$ cat config.mk
export PLATFORM = sky130hd
export DESIGN_NAME = ini_text_tokenizer
export DESIGN_NICKNAME = d
export VERILOG_FILES = /design/src/itt_pkg.sv /design/src/itt_front.sv /design/src/itt_queue.sv /design/src/itt_back.sv /design/src/ini_text_tokenizer.sv
export SDC_FILE = /design/constraint.sdc
export NUM_CORES = 1
export LEC_CHECK = 0
export ABC_AREA = 1
export BUFFER_PORTS_ARGS = -buffer_cell sky130_fd_sc_hd__buf_2
export CORE_UTILIZATION = 60
export CTS_CLUSTER_SIZE = 8
export DETAILED_ROUTE_END_ITERATION = 10
export GPL_TIMING_DRIVEN = 0
export PLACE_DENSITY = 0.79
export SYNTH_ARGS = -nofsm -noshare
export SYNTH_HDL_FRONTEND = slang
export SYNTH_SLANG_ARGS = --single-unit
$ cat constraint.sdc
create_clock -name i_clk -period 4.9 [get_ports i_clk]
set_input_delay 1.225 -clock i_clk [delete_from_list [all_inputs] [get_ports i_clk]]
set_output_delay 1.225 -clock i_clk [all_outputs]
set_load 0.02 [all_outputs]
$ cat src/itt_pkg.sv
`timescale 1ns / 1ps
// ----------------------------------------------------------------------------
// itt_pkg
// Shared types and constants for the ini text tokenizer.
// ----------------------------------------------------------------------------
package itt_pkg;

    localparam int NameLimitDef  = 512;
    localparam int ValueLimitDef = 2048;
    localparam int QueueDepth    = 2;
    localparam int PosW          = 11;

    localparam logic [7:0] ChEq     = 8'h3D;
    localparam logic [7:0] ChSemi   = 8'h3B;
    localparam logic [7:0] ChQuote  = 8'h22;
    localparam logic [7:0] ChBslash = 8'h5C;
    localparam logic [7:0] ChSlash  = 8'h2F;
    localparam logic [7:0] ChStar   = 8'h2A;
    localparam logic [7:0] ChUnder  = 8'h5F;
    localparam logic [7:0] ChDash   = 8'h2D;
    localparam logic [7:0] ChLbrk   = 8'h5B;
    localparam logic [7:0] ChRbrk   = 8'h5D;
    localparam logic [7:0] ChSpace  = 8'h20;
    localparam logic [7:0] ChTab    = 8'h09;
    localparam logic [7:0] ChCr     = 8'h0D;
    localparam logic [7:0] ChLf     = 8'h0A;

    typedef enum logic [2:0] {
        EvNone        = 3'd0,
        EvNameStart   = 3'd1,
        EvNameAppend  = 3'd2,
        EvValueStart  = 3'd3,
        EvValueAppend = 3'd4,
        EvQuotedStart = 3'd5,
        EvCommitPlain = 3'd6,
        EvCommitQuote = 3'd7
    } t_event;

    // classified beat handed from front to back
    typedef struct packed {
        logic       new_file;
        logic       parse;
        logic       is_alpha;
        logic       is_digit;
        logic       is_eq;
        logic       is_semi;
        logic       is_quote;
        logic       is_bslash;
        logic       is_blank;
        logic [7:0] ch;
    } t_item;

    typedef struct packed {
        logic empty;
        logic full;
    } t_queue_status;

endpackage

$ cat src/itt_front.sv
`timescale 1ns / 1ps
// ----------------------------------------------------------------------------
// itt_front
// Accepts text beats, tracks comments and classifies each byte.
// ----------------------------------------------------------------------------
module itt_front (
    input  logic              i_clk,
    input  logic              i_rst_n,
    input  logic              i_accept,
    input  logic              i_kind,
    input  logic [7:0]        i_byte_value,
    output itt_pkg::t_item    o_item
);

    logic       r_line;
    logic       r_block;
    logic [7:0] r_prev;
    logic       n_line;
    logic       n_block;
    logic [7:0] n_prev;
    logic       pass;
    logic [7:0] c;

    assign c = i_byte_value;

    always_comb begin
        n_line  = r_line;
        n_block = r_block;
        n_prev  = c;
        pass    = 1'b0;
        if (i_kind) begin
            n_line  = 1'b0;
            n_block = 1'b0;
            n_prev  = 8'h00;
        end else if (r_line) begin
            if (c == itt_pkg::ChLf || c == itt_pkg::ChCr) begin
                n_line = 1'b0;
            end
        end else if (r_block) begin
            if (r_prev == itt_pkg::ChStar && c == itt_pkg::ChSlash) begin
                n_block = 1'b0;
            end
        end else if (r_prev == itt_pkg::ChSlash && c == itt_pkg::ChSlash) begin
            n_line = 1'b1;
        end else if (r_prev == itt_pkg::ChSlash && c == itt_pkg::ChStar) begin
            n_block = 1'b1;
        end else begin
            pass = 1'b1;
        end
    end

    always_comb begin
        o_item.new_file  = i_kind;
        o_item.parse     = pass;
        o_item.is_alpha  = (c >= 8'h61 && c <= 8'h7A) || (c >= 8'h41 && c <= 8'h5A)
                           || c == itt_pkg::ChUnder || c == itt_pkg::ChDash
                           || c == itt_pkg::ChLbrk || c == itt_pkg::ChRbrk;
        o_item.is_digit  = c >= 8'h30 && c <= 8'h39;
        o_item.is_eq     = c == itt_pkg::ChEq;
        o_item.is_semi   = c == itt_pkg::ChSemi;
        o_item.is_quote  = c == itt_pkg::ChQuote;
        o_item.is_bslash = c == itt_pkg::ChBslash;
        o_item.is_blank  = c == itt_pkg::ChSpace || c == itt_pkg::ChTab
                           || c == itt_pkg::ChCr || c == itt_pkg::ChLf;
        o_item.ch        = c;
    end

    always_ff @(posedge i_clk) begin
        if (!i_rst_n) begin
            r_line  <= 1'b0;
            r_block <= 1'b0;
            r_prev  <= 8'h00;
        end else if (i_accept) begin
            r_line  <= n_line;
            r_block <= n_block;
            r_prev  <= n_prev;
        end
    end

endmodule

$ cat src/itt_queue.sv
`timescale 1ns / 1ps
// ----------------------------------------------------------------------------
// itt_queue
// Short first-word-fallthrough queue between front and back.
// ----------------------------------------------------------------------------
module itt_queue (
    input  logic                    i_clk,
    input  logic                    i_rst_n,
    input  logic                    i_push,
    input  itt_pkg::t_item          i_item,
    input  logic                    i_pop,
    output itt_pkg::t_item          o_item,
    output itt_pkg::t_queue_status  o_status
);

    localparam int Depth = itt_pkg::QueueDepth;
    localparam int PtrW  = (Depth > 1) ? $clog2(Depth) : 1;
    localparam int CntW  = $clog2(Depth + 1);

    itt_pkg::t_item  r_mem [Depth];
    logic [PtrW-1:0] r_wr;
    logic [PtrW-1:0] r_rd;
    logic [CntW-1:0] r_count;

    function automatic logic [PtrW-1:0] ptr_inc(input logic [PtrW-1:0] p);
        logic [PtrW-1:0] r;
        if (p == PtrW'(Depth - 1)) begin
            r = '0;
        end else begin
            r = p + PtrW'(1);
        end
        return r;
    endfunction

    assign o_item         = r_mem[r_rd];
    assign o_status.empty = r_count == '0;
    assign o_status.full  = r_count == CntW'(Depth);

    always_ff @(posedge i_clk) begin
        if (i_push) begin
            r_mem[r_wr] <= i_item;
        end
    end

    always_ff @(posedge i_clk) begin
        if (!i_rst_n) begin
            r_wr    <= '0;
            r_rd    <= '0;
            r_count <= '0;
        end else begin
            if (i_push) begin
                r_wr <= ptr_inc(r_wr);
            end
            if (i_pop) begin
                r_rd <= ptr_inc(r_rd);
            end
            if (i_push && !i_pop) begin
                r_count <= r_count + CntW'(1);
            end else if (i_pop && !i_push) begin
                r_count <= r_count - CntW'(1);
            end
        end
    end

endmodule

$ cat src/itt_back.sv
`timescale 1ns / 1ps
// ----------------------------------------------------------------------------
// itt_back
// Parser state machine; turns each classified beat into one event.
// ----------------------------------------------------------------------------
module itt_back #(
    parameter int NAME_LIMIT  = itt_pkg::NameLimitDef,
    parameter int VALUE_LIMIT = itt_pkg::ValueLimitDef
) (
    input  logic                     i_clk,
    input  logic                     i_rst_n,
    input  logic                     i_pop,
    input  itt_pkg::t_item           i_item,
    input  logic                     i_out_ready,
    output logic                     o_out_valid,
    output itt_pkg::t_event          o_event_res,
    output logic [7:0]               o_char_out,
    output logic [itt_pkg::PosW-1:0] o_position
);

    localparam int NW   = $clog2(NAME_LIMIT);
    localparam int VW   = $clog2(VALUE_LIMIT);
    localparam int PosW = itt_pkg::PosW;

    typedef enum logic [2:0] {
        SecReady = 3'd0,
        InName   = 3'd1,
        NameEnd  = 3'd2,
        ValReady = 3'd3,
        InValue  = 3'd4,
        ValueEnd = 3'd5,
        InString = 3'd6
    } t_mode;

    t_mode           r_mode;
    logic            r_quote;
    logic            r_esc;
    logic [NW-1:0]   r_name_len;
    logic [VW-1:0]   r_val_len;
    logic            r_out_valid;
    itt_pkg::t_event r_event;
    logic [7:0]      r_char;
    logic [PosW-1:0] r_pos;

    t_mode           n_mode;
    logic            n_quote;
    logic            n_esc;
    logic [NW-1:0]   n_name_len;
    logic [VW-1:0]   n_val_len;
    itt_pkg::t_event n_event;
    logic [7:0]      n_char;
    logic [PosW-1:0] n_pos;

    logic                 tok0;
    logic                 tok1;
    logic                 name_room;
    logic                 val_room;
    logic [NW+PosW-1:0]   name_ext;
    logic [VW+PosW-1:0]   val_ext;

    assign tok0      = i_item.is_alpha;
    assign tok1      = i_item.is_alpha | i_item.is_digit;
    assign name_room = r_name_len < NW'(NAME_LIMIT - 1);
    assign val_room  = r_val_len < VW'(VALUE_LIMIT - 1);
    // positions wrap to the output width
    assign name_ext  = {{PosW{1'b0}}, r_name_len};
    assign val_ext   = {{PosW{1'b0}}, r_val_len};

    always_comb begin
        n_mode     = r_mode;
        n_quote    = r_quote;
        n_esc      = r_esc;
        n_name_len = r_name_len;
        n_val_len  = r_val_len;
        n_event    = itt_pkg::EvNone;
        n_char     = 8'h00;
        n_pos      = '0;
        if (i_item.new_file) begin
            n_mode     = SecReady;
            n_quote    = 1'b0;
            n_esc      = 1'b0;
            n_name_len = '0;
            n_val_len  = '0;
        end else if (i_item.parse) begin
            unique case (r_mode)
                SecReady: begin
                    if (tok0) begin
                        n_mode     = InName;
                        n_name_len = NW'(1);
                        n_event    = itt_pkg::EvNameStart;
                        n_char     = i_item.ch;
                    end
                end
                InName: begin
                    if (tok1) begin
                        if (name_room) begin
                            n_event    = itt_pkg::EvNameAppend;
                            n_char     = i_item.ch;
                            n_pos      = name_ext[PosW-1:0];
                            n_name_len = r_name_len + NW'(1);
                        end
                    end else if (i_item.is_eq) begin
                        n_mode = ValReady;
                    end else if (!i_item.is_blank) begin
                        n_mode = NameEnd;
                    end
                end
                NameEnd: begin
                    if (i_item.is_eq) begin
                        n_mode = ValReady;
                    end
                end
                ValReady: begin
                    if (tok1) begin
                        n_mode    = InValue;
                        n_val_len = VW'(1);
                        n_event   = itt_pkg::EvValueStart;
                        n_char    = i_item.ch;
                    end else if (i_item.is_quote) begin
                        n_mode    = InString;
                        n_quote   = 1'b1;
                        n_esc     = 1'b0;
                        n_val_len = '0;
                        n_event   = itt_pkg::EvQuotedStart;
                    end
                end
                InValue: begin
                    if (tok1) begin
                        if (val_room) begin
                            n_event   = itt_pkg::EvValueAppend;
                            n_char    = i_item.ch;
                            n_pos     = val_ext[PosW-1:0];
                            n_val_len = r_val_len + VW'(1);
                        end
                    end else if (i_item.is_semi) begin
                        n_mode  = SecReady;
                        n_event = itt_pkg::EvCommitPlain;
                    end else if (!i_item.is_blank) begin
                        n_mode = ValueEnd;
                    end
                end
                ValueEnd: begin
                    if (i_item.is_eq) begin
                        n_mode  = SecReady;
                        n_event = itt_pkg::EvCommitPlain;
                    end
                end
                InString: begin
                    priority if (!r_esc && i_item.is_quote) begin
                        n_quote = !r_quote;
                    end else if (!r_esc && i_item.is_bslash) begin
                        n_esc = 1'b1;
                    end else begin
                        // escaped byte or plain byte clears the escape mark
                        n_esc = 1'b0;
                        if (r_quote) begin
                            if (val_room) begin
                                n_event   = itt_pkg::EvValueAppend;
                                n_char    = i_item.ch;
                                n_pos     = val_ext[PosW-1:0];
                                n_val_len = r_val_len + VW'(1);
                            end
                        end else if (i_item.is_semi) begin
                            n_mode  = SecReady;
                            n_event = itt_pkg::EvCommitQuote;
                        end
                    end
                end
                default: begin
                end
            endcase
        end
    end

    always_ff @(posedge i_clk) begin
        if (!i_rst_n) begin
            r_mode      <= SecReady;
            r_quote     <= 1'b0;
            r_esc       <= 1'b0;
            r_name_len  <= '0;
            r_val_len   <= '0;
            r_out_valid <= 1'b0;
        end else begin
            if (i_pop) begin
                r_mode      <= n_mode;
                r_quote     <= n_quote;
                r_esc       <= n_esc;
                r_name_len  <= n_name_len;
                r_val_len   <= n_val_len;
                r_out_valid <= 1'b1;
            end else if (i_out_ready) begin
                r_out_valid <= 1'b0;
            end
        end
    end

    always_ff @(posedge i_clk) begin
        if (i_pop) begin
            r_event <= n_event;
            r_char  <= n_char;
            r_pos   <= n_pos;
        end
    end

    assign o_out_valid = r_out_valid;
    assign o_event_res = r_event;
    assign o_char_out  = r_char;
    assign o_position  = r_pos;

endmodule

$ cat src/ini_text_tokenizer.sv
`timescale 1ns / 1ps
// ----------------------------------------------------------------------------
// ini_text_tokenizer
// Byte-serial tokenizer for name=value; pairs with comment and quote handling.
// ----------------------------------------------------------------------------
// channel  direction  handshake                 payload
// input    in         i_in_valid / o_in_ready   i_kind, i_byte_value
// output   out        o_out_valid / i_out_ready o_event_res, o_char_out, o_position
//
// one beat per cycle sustained while i_out_ready stays high; every input beat yields exactly one output beat
// front classifies each beat combinationally into a two-entry queue, back parses
// the queue head into the output register
// the input stalls only when the queue is full; the output register holds
// its beat while i_out_ready is low
// synchronous active-low reset clears all parser, comment and queue state
// ----------------------------------------------------------------------------
module ini_text_tokenizer #(
    parameter int NAME_LIMIT  = itt_pkg::NameLimitDef,
    parameter int VALUE_LIMIT = itt_pkg::ValueLimitDef
) (
    input  logic                     i_clk,
    input  logic                     i_rst_n,
    input  logic                     i_in_valid,
    output logic                     o_in_ready,
    input  logic                     i_kind,
    input  logic [7:0]               i_byte_value,
    output logic                     o_out_valid,
    input  logic                     i_out_ready,
    output logic [2:0]               o_event_res,
    output logic [7:0]               o_char_out,
    output logic [itt_pkg::PosW-1:0] o_position
);

    itt_pkg::t_item         front_item;
    itt_pkg::t_item         queue_item;
    itt_pkg::t_queue_status q_status;
    itt_pkg::t_event        event_res;
    logic                   in_accept;
    logic                   pop;

    assign o_in_ready  = !q_status.full;
    assign in_accept   = i_in_valid && o_in_ready;
    assign pop         = !q_status.empty && (!o_out_valid || i_out_ready);
    assign o_event_res = event_res;

    itt_front u_front (
        .i_clk        (i_clk),
        .i_rst_n      (i_rst_n),
        .i_accept     (in_accept),
        .i_kind       (i_kind),
        .i_byte_value (i_byte_value),
        .o_item       (front_item)
    );

    itt_queue u_queue (
        .i_clk    (i_clk),
        .i_rst_n  (i_rst_n),
        .i_push   (in_accept),
        .i_item   (front_item),
        .i_pop    (pop),
        .o_item   (queue_item),
        .o_status (q_status)
    );

    itt_back #(
        .NAME_LIMIT  (NAME_LIMIT),
        .VALUE_LIMIT (VALUE_LIMIT)
    ) u_back (
        .i_clk       (i_clk),
        .i_rst_n     (i_rst_n),
        .i_pop       (pop),
        .i_item      (queue_item),
        .i_out_ready (i_out_ready),
        .o_out_valid (o_out_valid),
        .o_event_res (event_res),
        .o_char_out  (o_char_out),
        .o_position  (o_position)
    );

    // a stalled output beat must not be overwritten by the back end
    a_no_pop_on_stall: assert property (@(posedge i_clk) disable iff (!i_rst_n)
        (o_out_valid && !i_out_ready) |-> !pop)
        else $error("back end advanced while output stalled");

    // a full queue only drains, so after a pop the next cycle cannot still be full
    a_full_drains: assert property (@(posedge i_clk) disable iff (!i_rst_n)
        (q_status.full && pop) |=> !q_status.full)
        else $error("queue stayed full after a pop");

    // commit and quoted-start beats carry no character
    a_commit_clean: assert property (@(posedge i_clk) disable iff (!i_rst_n)
        (o_out_valid && (event_res == itt_pkg::EvCommitPlain
                         || event_res == itt_pkg::EvCommitQuote
                         || event_res == itt_pkg::EvQuotedStart))
        |-> (o_char_out == 8'h00 && o_position == '0))
        else $error("commit beat carries character data");

endmodule
==> impl_results.md <==
* Status: complete, no violations
* Cell at the root of the clock tree: clkbuf_8
* Power consumption at 0.00316 W
* Worst R2R Setup Slack at 2.58 ns
* Final Util at 69.2%
* Max frequency at 0.351 GHz
* RR Startpoint: u_queue.r_count[1]
* Final wirelength at 12100 um
* Syn Inst Count at 657
* Synth area leaders: edfxtp_1, dfxtp_1, nand2_1
* Cell count after placement at 798
* Drt first pass iters at 5
* Worst Path Class, Setup: primary input to flip-flop
* Share of layout cells above drive strength 1 at 16.6%
* Crit-path max FO at 28
* Skew-Pair Late Insertion Delay at 0.38 ns
* Hpwl dp at 9140 um
* Largest net degree at the start of global routing at 29
* Global-route wire length before repair at 19700 um
* Vias in the first global route at 4249
* Yosys cell types at 47
* WHS Path Cells at 1
* Synth Net Count at 674
* Core Footprint at 8300 um^2
* Crit path DAT at 3.11 ns
* CTS max path bufs at 2
* Final cycle utilization of the critical path at 58.1%
* Detailed-route via count at 4607
* Hold_ws at 0.461 ns
* Worst slew pin tran at 0.924 ns
* Static Leak at 2.35 nW
* Crit-path max cell delay at 0.70 ns
* WP buf/inv at 2
* Crit end category: flip-flop
* Die X at 95.3 um
* P per Cell Area at 550 nW/um^2
* FP Rows at 33
* Post-Syn Area at 5220 um^2
* Initial antenna violation count at 0
* Post-layout nets at 721
* Fill count at 722
* FF+latch count, synth at 97
* CTS H-tree depth at 3
* Worst-path cell chain: buf_2 -> nor2_1 -> a21oi_4 -> inv_1 -> ha_1 -> a21oi_1 -> o21ai_0 -> o21ai_0 -> a21oi_1
* Slew HR at 38.3%
* Yosys top cell area share at 32.2%
* Synthesis Warnings at 0
* Clock Skews at 0.0166 ns
* Max Cap Viol at 0
* Area leader, netlist: edfxtp_1
* DRC at 0
* # IOs at 37
* Final Hold Fails at 0
* End of the worst register-to-register path: u_queue.r_count[1]
* Fin crit period at 2.85 ns
* Unrepaired setup endpoints after global routing: false
* Mean Syn Cell Area at 7.95 um^2
* GRT Residual Overflow at 0
* Finished Layout Cells at 814
* Slowest-stage cell, CP: a21oi_4
* Resized Gates After CTS at 0
* CTS hold repair buffers at 0
* Multi-input logic area at 2310 um^2
* Die area at 9080 um^2
* Delay-heaviest family, CP: compound AO/OA/AOI/OAI gates
* CP required at 5.17 ns
* Clk pin slew, worst setup/hold paths at 0.10 ns
* Hold crit path type: flip-flop to flip-flop
* Critical path launch point type: primary input
* Routed len/inst at 14.9 um
* Vias per cell at 5.66
* Placer Congestion at 0.946
* N_diodes at 0
* Finish-stage setup viols at 0
* Max-slew violations at 0
* Area Growth Syn to Fin at 10.0%
* Cell count of the worst reg-to-reg path at 8
* Initial DRC count at 263
* Port Buffers at 36
* Setup bufs post-CTS at 0
* Setup TNS at 0 ns
* Antenna viol nets, final at 0
* Maximum vdd drop at 0.000483 V
* CTS Buf Count at 9
* TritonCTS clock tree: yes
* WHS Endpoint: u_queue.r_rd
* Hold Crit Start: u_queue.r_rd
* GRT Util Overall at 28.6%
* Die H at 95.3 um
* Clk sinks at 97
* Sequential share of the synthesized area at 47.9%
* Reg area at 2500 um^2
* Initial Utilization at 62.9%
## state kept, by name (all words and copies together) (netlist names), 2 cells and up, named ones only
signal	flops
u_queue.r_mem	34
u_back.o_position	11
u_back.r_val_len	11
u_back.r_name_len	9
u_back.o_char_out	8
u_front.r_prev	8
u_back.o_event_res	3
u_back.r_mode	3
u_queue.r_count	2
## worst max-delay path by stage
stage	start	endpoint	slack [ns]	cells past startpoint
final	i_out_ready	u_queue.r_count[1]	2.05	9
after global routing	i_out_ready	u_queue.r_count[1]	1.86	9
after CTS	i_out_ready	u_queue.r_count[1]	1.60	9
after detailed placement	i_out_ready	u_queue.r_count[1]	1.20	9
after global placement	i_out_ready	u_back.r_val_len[5]	1.34	10
after floorplan	i_out_ready	u_queue.r_count[1]	1.89	8
## final cells by class
type	instances	area share (%)
clock buffers	9	2.16
repair buffers	36	3.14
plain buffers	17	1.70
well taps	105	2.29
inverters	86	5.66
flip-flops and latches	97	43.5
clock inverters	7	1.33
multi-input cells	457	40.2
## report_power, final
part / internal, W / switching, W / total (W)
Clock: 0.000204 / 0.000317 / 0.000521
Sequential: 0.00110 / 0.000106 / 0.00121
Combinational: 0.000405 / 0.00102 / 0.00143
Total: 0.00171 / 0.00145 / 0.00316
## layer usage
metal  vias to the layer above  track usage, %  wire, um
li1                       2284               -         -
met4                         0            9.22       183
met1                      2154            40.0      5700
met2                       150            45.2      5560
met3                        19            4.63       688
met5                         -               0         0
## placed cells by master (no fill, tap or decap), types with 5 or more instances in the layout
cell and n:
nand2_1 140, nor2_1 78, inv_1 74, nand3_1 60
edfxtp_1 56, a21oi_1 53, buf_2 42, dfxtp_1 41
o21ai_0 21, nor3_1 11, nand4_1 11, or2_2 10
nor2_2 9, o211ai_1 9, clkbuf_8 9, inv_2 8
nand2_2 8, clkbuf_1 5, nor4_1 5
## synth_stat cells, drive strengths merged
master	instances
xor2	1
edfxtp	56
o221ai	1
inv	83
clkbuf	5
or3	1
nor2	91
buf	12
nor3	14
dfxtp	41
a21o	1
nand4	11
ha	4
or2	10
nor4	5
o21bai	1
nand2	152
clkinv	3
o2111ai	3
nor3b	1
nand3	64
o211ai	9
a211o	1
xnor2	2
a211oi	2
o21a	1
o21ai	26
o31ai	1
a21oi	55
## cells by family (layout without fill, tap and decap cells)
kind of cell,count (synthesis),after routing,share of synthesized area [%]
adders and majority gates,4,4,0.958
DFF,97,97,47.9
buffers and inverters,103,155,8.10
AOI/OAI and AO/OA,101,101,11.2
and+or+nand+nor,349,349,31.3
xor gates and xnor gates,3,3,0.503
## through the flow
stage / instance area, um^2 / setup slack, ns
5_1_grt: 5750 / 1.86
2_1_floorplan: 5220 / 1.89
6_report: 5750 / 2.05
3_5_place_dp: 5530 / 1.20
3_3_place_gp: 5530 / 1.34
4_1_cts: 5730 / 1.60
Note: power is estimated with default switching activity, not from simulation.
